===== src/design/tcpra_pkg.sv =====
// ----------------------------------------------------------------------------
// tcpra_pkg
// Shared types and constants of the cumulative-ack segment receiver.
// ----------------------------------------------------------------------------
`default_nettype none

package tcpra_pkg;

  // Default depth of the out-of-order hold set
  localparam int unsigned HOLD_DEPTH = 16;

  // Register port address width and register index decode
  localparam int unsigned PADDR_W = 3;
  localparam logic REG_IDX_TOTAL_BYTES = 1'b0;

  // Arriving segment request
  typedef struct packed {
    logic [31:0] seg_seq;
    logic [15:0] seg_bytes;
  } seg_req_t;

  // Acknowledgement
  typedef struct packed {
    logic [31:0] ack_expected;
    logic [31:0] ack_of_seq;
    logic        was_new;
    logic        transfer_done;
    logic        set_overflow;
  } ack_t;

  // Controller states
  typedef enum logic [2:0] {
    ST_IDLE,
    ST_CLASSIFY,
    ST_INS_SCAN,
    ST_INS_COMMIT,
    ST_DRAIN_SCAN,
    ST_COUNT,
    ST_REPLY
  } ctrl_state_e;

  // Controller to datapath commands
  typedef struct packed {
    logic capture;     // load the accepted request
    logic scan_start;  // clear scan address, counters and flags
    logic scan_run;    // issue a hold-set read and compare the previous one
    logic drain;       // scan target is next_expected, else the segment
    logic advance;     // in-order segment: bump next_expected
    logic commit;      // place the segment in the hold set if possible
    logic count;       // add payload bytes when the segment is new
    logic load_out;    // load the acknowledgement register
  } dp_cmd_t;

  // Datapath to controller status
  typedef struct packed {
    logic seq_gt;      // segment above next_expected
    logic seq_eq;      // segment at next_expected
    logic scan_done;   // scan has finished
  } dp_status_t;

endpackage

`default_nettype wire


===== src/design/tcpra_dpath.sv =====
// ----------------------------------------------------------------------------
// tcpra_dpath
// Receiver datapath: expected sequence, byte count, hold-set memory with a
// one-entry-per-cycle scan unit, and the acknowledgement register.
// ----------------------------------------------------------------------------
`default_nettype none

module tcpra_dpath #(
  parameter int unsigned HoldDepth = tcpra_pkg::HOLD_DEPTH
) (
  input  wire                     clk_i,
  input  wire                     rst_ni,
  input  tcpra_pkg::seg_req_t     req_i,
  input  wire  [31:0]             total_bytes_i,
  input  tcpra_pkg::dp_cmd_t      cmd_i,
  output tcpra_pkg::dp_status_t   status_o,
  output tcpra_pkg::ack_t         ack_o
);
  import tcpra_pkg::*;

  localparam int unsigned AW = (HoldDepth > 1) ? $clog2(HoldDepth) : 1;
  localparam int unsigned CW = $clog2(HoldDepth + 1);
  localparam logic [AW-1:0] LastIdx = AW'(HoldDepth - 1);
  localparam logic [CW-1:0] FullCnt = CW'(HoldDepth);

  // Captured request
  logic [31:0] seq_q;
  logic [15:0] nbytes_q;

  // Receiver state
  logic [31:0]          ne_q, ne_d;
  logic [31:0]          bytes_q, bytes_d;
  logic [HoldDepth-1:0] valid_q, valid_d;

  // Hold-set memory and scan pipeline
  logic [31:0]   mem_q [HoldDepth];
  logic [AW-1:0] addr_q, addr_d;
  logic [AW-1:0] rd_idx_q;
  logic [31:0]   rd_data_q;
  logic          rd_vld_q, rd_vld_d;
  logic [CW-1:0] cnt_q, cnt_d;
  logic          found_q, found_d;
  logic          free_vld_q, free_vld_d;
  logic [AW-1:0] free_idx_q, free_idx_d;

  // Per-segment outcome
  logic fresh_q, fresh_d;
  logic ovf_q, ovf_d;

  ack_t out_q;

  logic [31:0] target;
  logic        scan_done;
  logic        cmp_en;
  logic        entry_vld;
  logic        hit;
  logic        place;
  logic [32:0] sum;

  // Compare the read entry against the current scan target
  assign target    = cmd_i.drain ? ne_q : seq_q;
  assign scan_done = (cnt_q == FullCnt);
  assign cmp_en    = cmd_i.scan_run && rd_vld_q && !scan_done;
  assign entry_vld = valid_q[rd_idx_q];
  assign hit       = cmp_en && entry_vld && (rd_data_q == target);
  assign place     = cmd_i.commit && !found_q && free_vld_q;
  assign sum       = {1'b0, bytes_q} + {17'd0, nbytes_q};

  // Next-state logic of scan and receiver state
  always_comb begin
    ne_d       = ne_q;
    bytes_d    = bytes_q;
    valid_d    = valid_q;
    addr_d     = addr_q;
    rd_vld_d   = rd_vld_q;
    cnt_d      = cnt_q;
    found_d    = found_q;
    free_vld_d = free_vld_q;
    free_idx_d = free_idx_q;
    fresh_d    = fresh_q;
    ovf_d      = ovf_q;

    if (cmd_i.capture) begin
      fresh_d = 1'b0;
      ovf_d   = 1'b0;
    end

    if (cmd_i.advance) begin
      ne_d    = ne_q + 32'd1;
      fresh_d = 1'b1;
    end

    if (cmd_i.scan_start) begin
      addr_d     = '0;
      rd_vld_d   = 1'b0;
      cnt_d      = '0;
      found_d    = 1'b0;
      free_vld_d = 1'b0;
    end else if (cmd_i.scan_run) begin
      addr_d   = (addr_q == LastIdx) ? '0 : addr_q + AW'(1);
      rd_vld_d = 1'b1;
    end

    // Drain: a hit removes the entry and restarts the miss count
    if (cmp_en && cmd_i.drain) begin
      if (hit) begin
        valid_d[rd_idx_q] = 1'b0;
        ne_d              = ne_q + 32'd1;
        cnt_d             = '0;
      end else begin
        cnt_d = cnt_q + CW'(1);
      end
    end

    // Insert: one pass for duplicate check and lowest free entry
    if (cmp_en && !cmd_i.drain) begin
      cnt_d = cnt_q + CW'(1);
      if (hit) begin
        found_d = 1'b1;
      end
      if (!entry_vld && !free_vld_q) begin
        free_vld_d = 1'b1;
        free_idx_d = rd_idx_q;
      end
    end

    if (cmd_i.commit && !found_q) begin
      if (free_vld_q) begin
        valid_d[free_idx_q] = 1'b1;
        fresh_d             = 1'b1;
      end else begin
        ovf_d = 1'b1;
      end
    end

    // Saturating byte count
    if (cmd_i.count && fresh_q) begin
      bytes_d = sum[32] ? '1 : sum[31:0];
    end
  end

  // Control and state registers
  always_ff @(posedge clk_i or negedge rst_ni) begin
    if (!rst_ni) begin
      ne_q       <= '0;
      bytes_q    <= '0;
      valid_q    <= '0;
      addr_q     <= '0;
      rd_vld_q   <= 1'b0;
      cnt_q      <= '0;
      found_q    <= 1'b0;
      free_vld_q <= 1'b0;
      fresh_q    <= 1'b0;
      ovf_q      <= 1'b0;
    end else begin
      ne_q       <= ne_d;
      bytes_q    <= bytes_d;
      valid_q    <= valid_d;
      addr_q     <= addr_d;
      rd_vld_q   <= rd_vld_d;
      cnt_q      <= cnt_d;
      found_q    <= found_d;
      free_vld_q <= free_vld_d;
      fresh_q    <= fresh_d;
      ovf_q      <= ovf_d;
    end
  end

  // Payload registers
  always_ff @(posedge clk_i) begin
    free_idx_q <= free_idx_d;
    if (cmd_i.capture) begin
      seq_q    <= req_i.seg_seq;
      nbytes_q <= req_i.seg_bytes;
    end
    if (cmd_i.load_out) begin
      out_q.ack_expected  <= ne_q;
      out_q.ack_of_seq    <= seq_q;
      out_q.was_new       <= fresh_q;
      out_q.transfer_done <= (bytes_q == total_bytes_i);
      out_q.set_overflow  <= ovf_q;
    end
  end

  // Hold-set memory: one write port, one registered read port
  always_ff @(posedge clk_i) begin
    if (place) begin
      mem_q[free_idx_q] <= seq_q;
    end
    if (cmd_i.scan_run) begin
      rd_data_q <= mem_q[addr_q];
      rd_idx_q  <= addr_q;
    end
  end

  assign status_o.seq_gt    = (seq_q > ne_q);
  assign status_o.seq_eq    = (seq_q == ne_q);
  assign status_o.scan_done = scan_done;
  assign ack_o              = out_q;

endmodule

`default_nettype wire


===== src/design/tcpra_ctrl.sv =====
// ----------------------------------------------------------------------------
// tcpra_ctrl
// Receiver controller: sequences classify, hold-set scan, commit, byte count
// and reply, and owns both channel handshakes.
// ----------------------------------------------------------------------------
`default_nettype none

module tcpra_ctrl (
  input  wire                    clk_i,
  input  wire                    rst_ni,
  input  wire                    in_valid_i,
  output logic                   in_ready_o,
  output logic                   out_valid_o,
  input  wire                    out_ready_i,
  input  tcpra_pkg::dp_status_t  status_i,
  output tcpra_pkg::dp_cmd_t     cmd_o
);
  import tcpra_pkg::*;

  ctrl_state_e state_q, state_d;
  logic        out_vld_q, out_vld_d;
  logic        out_free;

  assign out_free = !out_vld_q || out_ready_i;

  // Next state
  always_comb begin
    state_d = state_q;
    unique case (state_q)
      ST_IDLE: begin
        if (in_valid_i) state_d = ST_CLASSIFY;
      end
      ST_CLASSIFY: begin
        priority if (status_i.seq_gt) state_d = ST_INS_SCAN;
        else if (status_i.seq_eq)     state_d = ST_DRAIN_SCAN;
        else                          state_d = ST_COUNT;
      end
      ST_INS_SCAN: begin
        if (status_i.scan_done) state_d = ST_INS_COMMIT;
      end
      ST_INS_COMMIT: state_d = ST_COUNT;
      ST_DRAIN_SCAN: begin
        if (status_i.scan_done) state_d = ST_COUNT;
      end
      ST_COUNT: state_d = ST_REPLY;
      ST_REPLY: begin
        if (out_free) state_d = ST_IDLE;
      end
      default: state_d = ST_IDLE;
    endcase
  end

  // Commands and handshake outputs
  always_comb begin
    cmd_o      = '0;
    in_ready_o = 1'b0;
    unique case (state_q)
      ST_IDLE: begin
        in_ready_o    = 1'b1;
        cmd_o.capture = in_valid_i;
      end
      ST_CLASSIFY: begin
        cmd_o.scan_start = 1'b1;
        cmd_o.advance    = status_i.seq_eq;
      end
      ST_INS_SCAN: begin
        cmd_o.scan_run = !status_i.scan_done;
      end
      ST_INS_COMMIT: cmd_o.commit = 1'b1;
      ST_DRAIN_SCAN: begin
        cmd_o.drain    = 1'b1;
        cmd_o.scan_run = !status_i.scan_done;
      end
      ST_COUNT: cmd_o.count = 1'b1;
      ST_REPLY: cmd_o.load_out = out_free;
      default: cmd_o = '0;
    endcase
  end

  // Result valid flag
  always_comb begin
    out_vld_d = out_vld_q;
    if (state_q == ST_REPLY && out_free) begin
      out_vld_d = 1'b1;
    end else if (out_ready_i) begin
      out_vld_d = 1'b0;
    end
  end

  always_ff @(posedge clk_i or negedge rst_ni) begin
    if (!rst_ni) begin
      state_q   <= ST_IDLE;
      out_vld_q <= 1'b0;
    end else begin
      state_q   <= state_d;
      out_vld_q <= out_vld_d;
    end
  end

  assign out_valid_o = out_vld_q;

endmodule

`default_nettype wire


===== src/design/tcp_receiver_cumulative_ack_core.sv =====
// ----------------------------------------------------------------------------
// tcp_receiver_cumulative_ack_core
// Receiver side of a segment transport: cumulative acknowledgement with a
// bounded out-of-order hold set and a received-byte counter.
//
//   Channel  | Dir | Handshake             | Payload
//   ---------+-----+-----------------------+-------------------------------
//   in       | in  | in_valid_i/in_ready_o | in_req_i  (seg_req_t)
//   out      | out | out_valid_o/out_ready_i | out_ack_o (ack_t)
//   config   | in  | APB psel/penable/pready | total_bytes at address 0
//
// One segment at a time, accept through reply. Below next_expected classify
// leads straight to count and reply; above it a hold-set scan and a commit
// come between, in order an advance and a drain scan; a scan reads one entry
// per cycle, and the drain ends after HoldDepth misses in a row.
// Reset clears next_expected, byte count, hold-set valid bits and total_bytes.
// A waiting acknowledgement stalls only the reply step; a held output register
// frees the next request to be accepted once the reply is loaded.
// ----------------------------------------------------------------------------
`default_nettype none

module tcp_receiver_cumulative_ack_core #(
  parameter int unsigned HoldDepth = tcpra_pkg::HOLD_DEPTH
) (
  input  wire                              clk_i,
  input  wire                              rst_ni,
  input  wire                              in_valid_i,
  output logic                             in_ready_o,
  input  tcpra_pkg::seg_req_t              in_req_i,
  output logic                             out_valid_o,
  input  wire                              out_ready_i,
  output tcpra_pkg::ack_t                  out_ack_o,
  input  wire                              psel,
  input  wire                              penable,
  input  wire                              pwrite,
  input  wire  [tcpra_pkg::PADDR_W-1:0]    paddr,
  input  wire  [31:0]                      pwdata,
  output logic [31:0]                      prdata,
  output logic                             pready
);
  import tcpra_pkg::*;

  logic [31:0] total_q;
  logic        cfg_wr;
  dp_cmd_t     cmd;
  dp_status_t  status;

  // Register port
  assign pready = 1'b1;
  assign cfg_wr = psel && penable && pwrite && pready;
  assign prdata = (paddr[2] == REG_IDX_TOTAL_BYTES) ? total_q : 32'd0;

  always_ff @(posedge clk_i or negedge rst_ni) begin
    if (!rst_ni) begin
      total_q <= '0;
    end else if (cfg_wr && paddr[2] == REG_IDX_TOTAL_BYTES) begin
      total_q <= pwdata;
    end
  end

  tcpra_ctrl u_ctrl (
    .clk_i       (clk_i),
    .rst_ni      (rst_ni),
    .in_valid_i  (in_valid_i),
    .in_ready_o  (in_ready_o),
    .out_valid_o (out_valid_o),
    .out_ready_i (out_ready_i),
    .status_i    (status),
    .cmd_o       (cmd)
  );

  tcpra_dpath #(
    .HoldDepth (HoldDepth)
  ) u_dpath (
    .clk_i         (clk_i),
    .rst_ni        (rst_ni),
    .req_i         (in_req_i),
    .total_bytes_i (total_q),
    .cmd_i         (cmd),
    .status_o      (status),
    .ack_o         (out_ack_o)
  );

  // Checks
  a_busy_after_accept: assert property (@(posedge clk_i) disable iff (!rst_ni)
    in_valid_i && in_ready_o |=> !in_ready_o)
    else $error("request accepted while a segment is in flight");

  a_overflow_not_new: assert property (@(posedge clk_i) disable iff (!rst_ni)
    out_valid_o && out_ack_o.set_overflow |-> !out_ack_o.was_new)
    else $error("dropped segment flagged as new");

  a_reply_after_work: assert property (@(posedge clk_i) disable iff (!rst_ni)
    $rose(out_valid_o) |-> $past(!in_ready_o))
    else $error("acknowledgement appeared without segment work");

endmodule

`default_nettype wire


===== config.mk =====
export PLATFORM = sky130hd
export DESIGN_NAME = tcp_receiver_cumulative_ack_core
export DESIGN_NICKNAME = d
export VERILOG_FILES = /design/src/design/tcpra_pkg.sv /design/src/design/tcpra_dpath.sv /design/src/design/tcpra_ctrl.sv /design/src/design/tcp_receiver_cumulative_ack_core.sv
export SDC_FILE = /design/constraint.sdc
export NUM_CORES = 1
export LEC_CHECK = 0
export ABC_AREA = 1
export BUFFER_PORTS_ARGS = -buffer_cell sky130_fd_sc_hd__buf_2
export CAP_MARGIN = 15
export CORE_MARGIN = 5
export CORE_UTILIZATION = 40
export DETAILED_ROUTE_END_ITERATION = 6
export GPL_ROUTABILITY_DRIVEN = 0
export MAX_ROUTING_LAYER = met4
export PLACE_DENSITY_LB_ADDON = 0.2
export SYNTH_ARGS = -nofsm -noshare
export SYNTH_HDL_FRONTEND = slang
export SYNTH_HIERARCHICAL = 1
export SYNTH_SLANG_ARGS = --single-unit

===== constraint.sdc =====
create_clock -name clk_i -period 8.15 [get_ports clk_i]
set_clock_uncertainty 0.2 [all_clocks]
set_input_delay 0.4075 -clock clk_i [delete_from_list [all_inputs] [get_ports clk_i]]
set_output_delay 0.4075 -clock clk_i [all_outputs]
set_load 0.03 [all_outputs]

# Word-level counts from Yosys, hierarchy flattened
# Memories as Yosys holds them, arrays and structs flattened. A register that Yosys moved wholly into a read port is not among the register bits.
# Cells that the tools add are included.
# W data, S select, Z words.
[word_totals] regBits=253 mem_bits_rw=512 inputBits=90 output_inout_bits=102 n_memories=1
[op_classes] addsub=4 n_lt_le_gt_ge=5 n_eq_ne=15 n_mux=58 n_bitwise=4 reduce_logical=30
[mem_list] name="u_dpath.mem_q" depth=16 word_bits=32 read_ports=1 rd_ports_with_merged_regs=1 write_ports=1 line_no="tcpra_dpath.sv:36" rtl="logic [31:0] mem_q [HoldDepth];"
[ops] cell="$mux W32" count=6
[ops] cell="$eq A32 B32 Y1" count=3
[ops] cell="$mux W16" count=4
[ops] cell="$add A32 B16 Y33" count=1
[ops] cell="$add A32 B1 Y32 const B" count=1
[ops] cell="$gt A32 B32 Y1" count=1
[ops] cell="$mux W1" count=32
[ops] cell="$pmux W3 S7" count=1
[ops] cell="$mux W5" count=4
[ops] cell="$and A16 B16 Y16" count=1
[ops] cell="$logic_and A1 B1 Y1" count=16
[ops] cell="$not A16 Y16" count=1
[ops] cell="$or A16 B16 Y16" count=1
[ops] cell="$mux W3" count=5
[ops] cell="$mux W4" count=3
[ops] cell="$lt A4 B5 Y1 const B" count=2
[ops] cell="$eq A3 B3 Y1 const B" count=3
[ops] cell="$demux W1 S4" count=2
[ops] cell="$ge A4 B1 Y1 const B" count=2
[ops] cell="$eq A3 B2 Y1 const B" count=2
[ops] cell="$logic_not A1 Y1" count=6
[ops] cell="$ne A2 B2 Y1 const B" count=3
[ops] cell="$add A5 B1 Y5 const B" count=1
[ops] cell="$eq A5 B5 Y1 const B" count=1
[ops] cell="13 further kinds" count=14

# Longest topological paths before layout
# Gate-level depths: netlist (run 1).
[logic_depth] word_depth=12 mapped_depth=22 depth_no_buf=18

# Hierarchy
# Netlist (run 1), hierarchy kept.
[modules_own_cells] module="tcpra_dpath" instances=1 cells_each=3124 area_each_um2=33592.2 seq_area_each_um2=22381.5
[modules_own_cells] module="tcp_receiver_cumulative_ack_core" instances=1 cells_each=212 area_each_um2=1586.5 seq_area_each_um2=800.8
[modules_own_cells] module="tcpra_ctrl" instances=1 cells_each=54 area_each_um2=347.8 seq_area_each_um2=100.1

# Worst setup path before layout (run 1)
# OpenSTA, ideal clock, no wires.
[synth_path] path_kind="register to register" startpoint="register u_dpath.cnt_q[0]" endpoint="register u_dpath.ne_q[2]" setup_ns=0.117 arrival_ns=3.732 required_time_ns=7.833 setup_slack_ns=4.101 stages_incl_launch_ff=19 n_path_buf=2 synth_period_minus_slack_ns=4.049 path_cell_list="dfrtp_1 -> inv_1 -> ha_1 -> nand4_1 -> inv_1 -> buf_4 -> nor2_1 -> nand2_1 -> inv_1 -> nand2_1 -> nor2_1 -> nand2_1 -> nor2_1 -> nand2_1 -> nor2_8 -> nand3_4 -> buf_6 -> nand3_1 -> nand2_1"
[synth_rtl] element="start, declared" line_no="tcpra_dpath.sv:41" rtl="logic [CW-1:0] cnt_q, cnt_d;"
[synth_rtl] element="start signal, assigned" line_no="tcpra_dpath.sv:161" rtl="cnt_q <= cnt_d;"
[synth_rtl] element="end signal, assigned" line_no="tcpra_dpath.sv:156" rtl="ne_q <= ne_d;"
[synth_rtl] element="end, declared" line_no="tcpra_dpath.sv:31" rtl="logic [31:0] ne_q, ne_d;"

==> results of run 1 <==
-- cells by family after synthesis --
group	count (synthesis)
AND/OR/NAND/NOR	1629
flip-flops	797
AO/OA/AOI/OAI	479
buffers and inverters	381
adder cells (fa/ha/maj)	53
XOR/XNOR	50
other	1
-- worst register-to-register path, stage by stage (launching register included) --
cell      delay, ns
edfxtp_1       0.72
ha_1           0.48
nand2_1        0.10
nor4_1         0.44
nor3b_1        0.33
and3_1         0.32
nor3b_2        0.27
buf_4          0.41
inv_1          0.38
o21ai_0        0.34
nand2_1        0.08
nand2_1        0.08
nand2_1        0.05
nand2_1        0.06
-- state kept, by name, summed over array words and instances, names as in the netlist, 5 cells and up --
register	count
u_dpath/seq_q	32
u_dpath/ack_o	67
u_dpath/nbytes_q	16
u_dpath/ne_q	32
u_dpath/cnt_q	5
u_dpath/mem_q	512
u_dpath/rd_data_q	32
total_q	32
u_dpath/valid_q	16
u_dpath/bytes_q	32
-- synth_stat cells (2+ instances only) --
cell,instances
o21a_1,3
nand2_1,903
o22ai_1,48
nor2_8,2
a211oi_1,5
o21ai_0,212
inv_1,222
buf_2,19
nand3b_1,5
nor3b_1,3
buf_1,18
o221ai_1,26
nor2_1,350
clkbuf_1,91
edfxtp_1,667
nor2_4,2
nand3_1,255
nand4_1,62
nor4_1,7
xnor2_1,7
a221oi_1,40
o211ai_1,6
nor3_1,24
a31oi_1,10
a21oi_1,122
buf_4,11
buf_6,12
xor2_1,43
nor2_2,2
o21bai_1,2
o21ai_1,3
nand2_2,5
dfrtp_1,130
ha_1,52
inv_2,6
-- report_power, final --
group	leakage [nW]	internal [mW]	switching [mW]
clock network	1.37	2.28	1.64
registers	7.67	4.98	0.378
logic	6.99	1.04	2.57
total	16.0	8.30	4.58
-- how the worst min path moves through the flow --
stage / start / end
floorplan: rst_ni / total_q[0]
global placement: u_dpath/seq_q[14] / u_dpath/ack_o[17]
detailed placement: rst_ni / u_dpath/ne_q[0]
CTS: in_valid_i / u_ctrl/state_q[1]
global route: psel / total_q[20]
finish: in_valid_i / u_ctrl/state_q[1]
-- per-layer routing --
| metal | vias to the layer above | GRT usage [%] | routed length [um] |
|---|---|---|---|
| met5 | - | - | 0 |
| met4 | 0 | 5.81 | 2530 |
| met3 | 142 | 2.80 | 4950 |
| met2 | 666 | 35.3 | 49000 |
| met1 | 12600 | 27.5 | 43300 |
| li1 | 12300 | - | - |
-- stage by stage --
stage	hold slack [ns]	worst slack, ns	power [mW]	utilization (%)
after CTS	0.0308	3.86	13.0	47.1
final	0.0637	3.84	12.9	47.1
after detailed placement	0.246	3.85	9.01	42.9
after floorplan	-0.0881	4.10	7.72	-
after global placement	0.238	3.91	8.98	42.9
after global routing	0.0813	3.51	13.6	47.1
-- layout by cell type (no fill, tap or decap), types with 5 or more instances in the layout --
master / n
dfrtp_1: 126
buf_2: 187
nor2_4: 21
nand3b_1: 5
inv_2: 7
o21ai_0: 212
edfxtp_1: 667
a21oi_1: 122
clkinv_2: 15
bufinv_16: 8
nand2_1: 902
inv_6: 5
clkbuf_1: 24
xor2_1: 43
ha_1: 52
dlygate4sd3_1: 82
a221oi_1: 40
clkinv_1: 17
o221ai_1: 26
nor2_1: 330
nand2_2: 6
inv_1: 219
a211oi_1: 5
nand4_1: 62
nand3_1: 255
xnor2_1: 7
a31oi_1: 10
nor4_1: 7
o22ai_1: 48
clkbuf_16: 89
buf_4: 66
o211ai_1: 6
nor3_1: 24
-- final cells by class --
cell class              count  area (um2)  area share (%)
inverters                 230         872            2.10
flip-flops and latches    797       23300            56.1
clock inverters            48         497            1.20
multi-input cells        2212       10800            26.0
well taps                1165        1460            3.51
clock buffers             114        2330            5.61
repair buffers            336        2260            5.45
==> flow_summary.toml, run 1 <==
[place]
dp_hpwl_mm = 60.0
dpl.cell_count = 4658
portBuffers = 188
dpl-instance-area_mm2 = 0.0379

[critical_path]
critPathLaunch = "u_dpath/seq_q[31]"
slowest_delay_ns = 0.72
crit_family = "simple AND/OR/NAND/NOR gates"
slowest_stage = "edfxtp_1"
cp_max_fo = 42
worstPathRequired_ns = 8.56
cp-endpoint = "u_dpath/ne_q[12]"
worst_setup_path_end_kind = "register"
path_common_cell = "nand2_1"
worst-path-buf-inv = 2
worst_r2r_endpoint = "u_dpath/ne_q[12]"
ff2ff_path_depth = 13
cp.arrival_ns = 4.72
r2r_slack_ns = 3.84
crit_path_start_kind = "register"
crit_chain = "ha_1, nand2_1, nor4_1, nor3b_1, and3_1, nor3b_2, buf_4, inv_1, o21ai_0, nand2_1, nand2_1, nand2_1, nand2_1"
crit_type = "reg -> reg"
r2r-start = "u_dpath/seq_q[31]"
path_depth = 13

[logic_synthesis]
synth_seq_cells = 797
synth_area_leaders = "edfxtp_1, nand2_1, dfrtp_1, nor2_1, nand3_1"
synth.area.mux_share_pct = 0
synth.avg_cell_area_um2 = 10.5
synth_top_family_by_area = "simple AND/OR/NAND/NOR gates"
ys_types = 50
synth_area_mm2 = 0.0355
synth_top_area_share_pct = 56.4
synth_flop_cell = "edfxtp_1"
synth_largest_area_cell = "edfxtp_1"
synth_compound_area_share_pct = 7.78
synth-async-reset-ratio_pct = 16.3
ys_warn_count = 6
synthesis.nets = 3533
ys_seq_area_share_pct = 65.5
synth-simple-area-share_pct = 19.1
synth_adder_area_share_pct = 1.89
synthCells = 3390
synth_xor_area_share_pct = 1.23
synth-edff-count = 667

[cells_and_area]
drive_gt1_share_pct = 11.5
nNetsFinal = 3808
syn_to_final_growth_pct = 16.9
fillerInstances = 8122
design_area_mm2 = 0.0415
num_antenna_cells = 0
finalNonFillerCells = 4902

[power_and_ir_drop]
power_density_mw_per_mm2 = 310
irDropWorstVdd_mv = 0.203
total_leakage_power_nw = 16.0

[floorplan]
start_util_pct = 40.3
dieHeight_um = 308
fp.coreArea_mm2 = 0.0882
io_pins = 192
dieArea_mm2 = 0.0949
rows = 109
die_x_um = 308

[sta]
maxSlewHeadroom_pct = 27.9
finalHoldViolCount = 0
period_minus_slack_ns = 4.31
tightest_slew_ns = 1.08
finalCritPeriodShare_pct = 52.9
clock.fmax_ghz = 0.232
rsz0062_at_grt = "no"
setup_viol_count_final = 0
final_max_slew_viol_count = 0
setup_tns_ns = 0

[clocking]
cts_hold_buf = 82
clockRootBuffer = "clkbuf_16"
cts_buffers = 88
clock_latency_ns = 0.67
cts.sinks = 797
post_cts_buffers = 0
clkSlewWorstSetupHoldPaths_ns = 0.06
htreeDepth = 3
cts_tree = "done"
cts.path.max_buffers = 3
post_cts_resized = 0

[global_routing]
antenna_found_initial = 0
grt_pass1_wl_mm = 150
grt_usage_pct = 21.2
grt_pass1_vias = 24700
grt_max_degree = 145
gr-total-overflow = 0

[detailed_routing]
vias = 25800
vias_per_cell = 5.26
drc = 0
wl_mm = 99.8
drt_iter0_drc = 2145
drtPass1Iterations = 5
routedWlPerCell_um = 20.4
antenna_left = 0

[min_path]
holdPathStages = 5
hp-class = "in -> reg"

[outcome]
status = "finished, final reports clean"

[flow_run]
max_cap_viol_count = 0
No activity file was read; power rests on OpenSTA's default activity.
==> inputs of run 2 (changes only) <==
--- a/config.mk
+++ b/config.mk
@@ -5,7 +5,7 @@
 export SDC_FILE = /design/constraint.sdc
 export NUM_CORES = 1
 export LEC_CHECK = 0
-export ABC_AREA = 1
+export ABC_AREA = 0
 export BUFFER_PORTS_ARGS = -buffer_cell sky130_fd_sc_hd__buf_2
 export CAP_MARGIN = 15
 export CORE_MARGIN = 5
==> constraint.sdc (replaced) <==
create_clock -name clk_i -period 4.2 [get_ports clk_i]
set_clock_uncertainty 0.2 [all_clocks]
set_input_delay 0.21 -clock clk_i [delete_from_list [all_inputs] [get_ports clk_i]]
set_output_delay 0.21 -clock clk_i [all_outputs]
set_load 0.03 [all_outputs]
==> flow_summary.toml, run 2 <==
[outcome]
status = "finished, final reports clean"

[global_routing]
grt_usage_pct = 19.9
grt_max_degree = 103
gr-total-overflow = 0
grt_pass1_vias = 19800
grt_pass1_wl_mm = 128
antenna_found_initial = 3

[power_and_ir_drop]
clock_power_share_pct = 31.9
seq_power_share_pct = 44.1
p_int_mw = 16.6
total_power_mw = 23.8
irDropWorstVdd_mv = 0.375
power_density_mw_per_mm2 = 603
power_switching_mw = 7.23
swShare_pct = 30.4
power_frac_comb_pct = 23.9
total_leakage_power_nw = 14.4

[critical_path]
path_depth = 10
ff2ff_path_depth = 10
cp.arrival_ns = 4.25
slowest_stage = "nor4_1"
crit_type = "reg -> reg"
crit_chain = "nor3b_4, buf_12, mux2i_1, xnor2_1, nor3_1, nand4_1, nor4_1, nand2b_1, nor2_1, a31oi_1"
worst_setup_path_end_kind = "register"
worstPathRequired_ns = 4.48
worst-path-buf-inv = 1
slowest_delay_ns = 0.84
cp_max_fo = 36
crit_path_start_kind = "register"
crit_family = "simple AND/OR/NAND/NOR gates"

[floorplan]
dieHeight_um = 297
die_x_um = 297
io_pins = 192
start_util_pct = 40.3
dieArea_mm2 = 0.0885
rows = 105
fp.coreArea_mm2 = 0.0820

[logic_synthesis]
synth.avg_cell_area_um2 = 16.4
synth.most_common_cell = "edfxtp_1"
synthCells = 2015
synth-async-reset-ratio_pct = 16.3
ys_types = 69
synth_area_mm2 = 0.0331
ys_seq_area_share_pct = 70.4
synth_largest_area_cell = "edfxtp_1"
synth_flop_cell = "edfxtp_1"
synth_top_area_share_pct = 60.6
synth_area_leaders = "edfxtp_1, dfrtp_1, mux4_2, mux2i_1, ha_1"
synthesis.nets = 2158
synth_seq_cells = 797
ys_top_cells_by_count = "edfxtp_1, mux2i_1, dfrtp_1, nand2_1, o21ai_0"
synth-edff-count = 667
ys_warn_count = 6

[sta]
rsz0062_at_grt = "no"
tightest_slew_ns = 1.06
period_minus_slack_ns = 3.97
finalCritPeriodShare_pct = 94.6
setup_viol_count_final = 0
finalHoldViolCount = 0
clock.fmax_ghz = 0.252
final_max_slew_viol_count = 0
holdWs_ns = 0.0771
maxSlewHeadroom_pct = 29.3
setup_tns_ns = 0

[place]
dp_hpwl_mm = 53.6
dpl-instance-area_mm2 = 0.0358
portBuffers = 188

[detailed_routing]
vias = 18900
antenna_left = 0
routedWlPerCell_um = 24.7
drt_iter0_drc = 1342
wl_mm = 86.7
drc = 0
vias_per_cell = 5.38
drtPass1Iterations = 5

[clocking]
htreeDepth = 3
clkSlewWorstSetupHoldPaths_ns = 0.06
cts_tree = "done"
post_cts_buffers = 0
cts.path.max_buffers = 3
clockRootBuffer = "clkbuf_16"
cts_buffers = 88
cts.sinks = 797
clock_latency_ns = 0.65

[flow_run]
max_cap_viol_count = 0

[cells_and_area]
layout_commonest_cell = "edfxtp_1"
fillerInstances = 6969
most-common-layout-cells = "edfxtp_1, buf_2, mux2i_1"
syn_to_final_growth_pct = 19.5
drive_gt1_share_pct = 23.1
design_area_mm2 = 0.0395
final_core_util_pct = 48.2
largest_reg_flops = 512
top_register = "u_dpath/mem_q"
nNetsFinal = 2505

[min_path]
hp-class = "in -> reg"
holdPathStages = 2
## run 2: changes by cell type after synthesis, sizes merged, moves of 64 or more
cell and change:
nand2 -820, nor2 -292, nand3 -242, inv -171, o21ai -135, mux2i +132, mux4 +68, mux2 +64
xnor2 +64
## run 2: cell families after synthesis
| kind of cell | synth area share [%] |
|---|---|
| DFF | 70.4 |
| AOI/OAI and AO/OA | 6.09 |
| and+or+nand+nor | 5.32 |
| muxes | 11.2 |
| buffers and inverters | 1.89 |
| adders and majority gates | 2.03 |
| xor gates and xnor gates | 3.07 |
| other | 0.0113 |
## run 2: cell type report
cell class / count / area, um2 / area share, %
clock inverters: 59 / 588 / 1.49
multi-input cells: 1073 / 9250 / 23.4
well taps: 1070 / 1340 / 3.39
diodes: 3 / 7.51 / 0.0190
clock buffers: 106 / 2280 / 5.77
repair buffers: 344 / 2540 / 6.42
flip-flops and latches: 797 / 23300 / 59.0
inverters: 58 / 218 / 0.551
## run 2: worst paths after layout
path	start	slack, ns	end
max	u_ctrl/state_q[0]	0.23	u_dpath/valid_q[9]
min	in_req_i[31]	0.08	u_dpath/seq_q[15]
max reg2reg	u_ctrl/state_q[0]	0.23	u_dpath/valid_q[9]
min reg2reg	u_dpath/ne_q[30]	0.28	u_dpath/ack_o[65]
max in group asynchronous	rst_ni	2.67	u_dpath/cnt_q[2]
min in group asynchronous	rst_ni	0.12	total_q[25]
## run 2: power groups by stage
| stage | Sequential, mW | Clock [mW] | Combinational (mW) |
|---|---|---|---|
| global placement | 10.7 | 0 | 5.56 |
| CTS | 10.5 | 7.81 | 5.75 |
| floorplan | 10.4 | 0 | 3.98 |
| detailed placement | 10.7 | 0 | 5.66 |
| global route | 10.6 | 8.14 | 6.20 |
| finish | 10.5 | 7.61 | 5.70 |
## run 2: per-layer routing
layer / track usage (%) / vias up / share of wire, %
met3: 3.44 / 156 / 5.0
met4: 5.41 / 0 / 2.6
met5: - / - / 0
met1: 25.8 / 9712 / 43
li1: - / 8503 / -
met2: 32.8 / 496 / 49
## run 2: worst register-to-register path: cells and delay by family (launching register included)
| kind | cells | cell delay [ns] |
|---|---|---|
| DFF | 1 | 0.40 |
| xor gates and xnor gates | 1 | 0.09 |
| buffers and inverters | 1 | 0.30 |
| and+or+nand+nor | 6 | 2.37 |
| AOI/OAI and AO/OA | 1 | 0.17 |
| muxes | 1 | 0.29 |
## run 2: timing repair
action | in CTS | in global routing
setup endpoints to repair | 0 | 10
hold endpoints to repair | 185 | 0
hold buffers | 83 | 0
gates resized for setup | 0 | 1
## run 2: metrics by stage
| stage | cells | setup WS, ns |
|---|---|---|
| after floorplan | 2015 | 0.0148 |
| after global placement | 3259 | 0.189 |
| after detailed placement | 3259 | 0.101 |
| after CTS | 3507 | 0.0653 |
| after global routing | 3509 | 0.128 |
| final | 3510 | 0.229 |
==> inputs of run 3 (changes only) <==
--- a/config.mk
+++ b/config.mk
@@ -9,7 +9,7 @@
 export BUFFER_PORTS_ARGS = -buffer_cell sky130_fd_sc_hd__buf_2
 export CAP_MARGIN = 15
 export CORE_MARGIN = 5
-export CORE_UTILIZATION = 40
+export CORE_UTILIZATION = 61
 export DETAILED_ROUTE_END_ITERATION = 6
 export GPL_ROUTABILITY_DRIVEN = 0
 export MAX_ROUTING_LAYER = met4
==> flow_summary.toml, run 3 (synthesis gave the netlist of run 2 again) <==
[detailed_routing]
vias_per_cell = 6.17
wl_mm = 80.2
wl_met2_mm = 40.3
vias = 19100
drt_iter0_drc = 1784
drc = 0
wl_met3_mm = 4.86
maxUsedRoutingLayer = "met4"
antenna_left = 0
drtPass1Iterations = 5
routedWlPerCell_um = 25.9
drt-met1-wl_mm = 31.6

[cells_and_area]
top_register = "u_dpath/mem_q"
finalNonFillerCells = 3103
drive_gt1_share_pct = 21.9
largest_reg_flops = 512
nNetsFinal = 2488
layout_commonest_cell = "edfxtp_1"
design_area_mm2 = 0.0386
syn_to_final_growth_pct = 16.9
most-common-layout-cells = "edfxtp_1, buf_2, mux2i_1"

[flow_run]
max_cap_viol_count = 0

[critical_path]
worstPathRequired_ns = 4.50
crit_chain = "nor3b_4, buf_12, mux2i_1, xnor2_1, nor4_1, nand4_1, o41ai_4, nand4_2, or3_1, xnor2_1"
crit_type = "reg -> reg"
slowest_delay_ns = 0.54
crit_path_start_kind = "register"
worst_setup_path_end_kind = "register"
path_common_cell = "xnor2_1"
cp.arrival_ns = 4.22
slowest_stage = "nor4_1"
cp_max_fo = 36
ff2ff_path_depth = 10
r2r_slack_ns = 0.27

[sta]
tightest_slew_ns = 1.07
clock.fmax_ghz = 0.255
rsz0062_at_grt = "no"
maxSlewHeadroom_pct = 28.8
period_minus_slack_ns = 3.93
setup_viol_count_final = 0
finalHoldViolCount = 0
setup_tns_ns = 0
finalCritPeriodShare_pct = 93.5
final_max_slew_viol_count = 0

[clocking]
post_cts_resized = 0
cts.path.max_buffers = 3
cts_tree = "done"
clockRootBuffer = "clkbuf_16"
cts_buffers = 79
clkSlewWorstSetupHoldPaths_ns = 0.06
cts.sinks = 797
clock_latency_ns = 0.62
htreeDepth = 3

[global_routing]
gr-total-overflow = 0
antenna_found_initial = 0
grt_usage_pct = 28.0
grt_max_degree = 103
grt_pass1_wl_mm = 121
grt_pass1_vias = 19600

[outcome]
status = "finished, final reports clean"

[place]
portBuffers = 188
dpl.cell_count = 2877
dpl-instance-area_mm2 = 0.0352
dp_hpwl_mm = 48.3

[floorplan]
rows = 85
dieArea_mm2 = 0.0589
dieHeight_um = 243
io_pins = 192
fp.coreArea_mm2 = 0.0537
start_util_pct = 61.5
die_x_um = 243

[power_and_ir_drop]
irDropWorstVdd_mv = 0.446
power_density_mw_per_mm2 = 603
total_leakage_power_nw = 14.2
total_power_mw = 23.3

[min_path]
hp-class = "in -> async"
==> run 3: layout make-up <==
class	count	area [um2]
well taps	696	871
diodes	1	2.50
clock buffers	103	2190
clock inverters	39	377
repair buffers	336	2440
multi-input cells	1073	9240
fillers	3248	15100
inverters	58	218
flip-flops and latches	797	23300
==> run 3: per-stage QoR <==
| stage | util [%] | hold slack, ns | worst slack (ns) |
|---|---|---|---|
| CTS | 71.9 | 0.0622 | 0.336 |
| global route | 71.9 | 0.0830 | 0.0440 |
| floorplan | - | -0.286 | 0.0148 |
| global placement | 65.6 | 0.171 | 0.451 |
| detailed placement | 65.6 | 0.179 | 0.373 |
| finish | 71.9 | 0.0530 | 0.272 |
==> run 3: metal layers <==
metal  track usage [%]  up-vias
li1                  -     8467
met1              36.6     9720
met2              45.7      802
met3              3.52      152
met4              11.2        0
met5                 -        -
==> run 3: timing repair <==
item,in CTS,in global routing
setup buffers,0,0
endpoints found under the hold margin,185,0
hold buffers,83,0
==> run 3: worst paths after layout <==
kind / from / to
max in group asynchronous: rst_ni / total_q[23]
min reg2reg: u_dpath/found_q / u_dpath/ovf_q
max: u_ctrl/state_q[0] / u_dpath/ne_q[21]
max reg2reg: u_ctrl/state_q[0] / u_dpath/ne_q[21]
min in group clk_i: in_req_i[2] / u_dpath/nbytes_q[2]
min: rst_ni / u_dpath/ne_q[28]
==> run 3: power by group <==
part | leakage (nW) | internal (mW) | switching [mW]
registers | 7.81 | 9.69 | 0.906
logic | 5.16 | 2.43 | 3.26
clock network | 1.26 | 4.11 | 2.90
==> run 3: critical path: cells and delay by family (launching register included) <==
kind	cells	cell delay, ns
AO/OA/AOI/OAI	1	0.49
AND/OR/NAND/NOR	5	1.92
multiplexers	1	0.27
flip-flops	1	0.41
XOR/XNOR	2	0.22
buffers and inverters	1	0.28
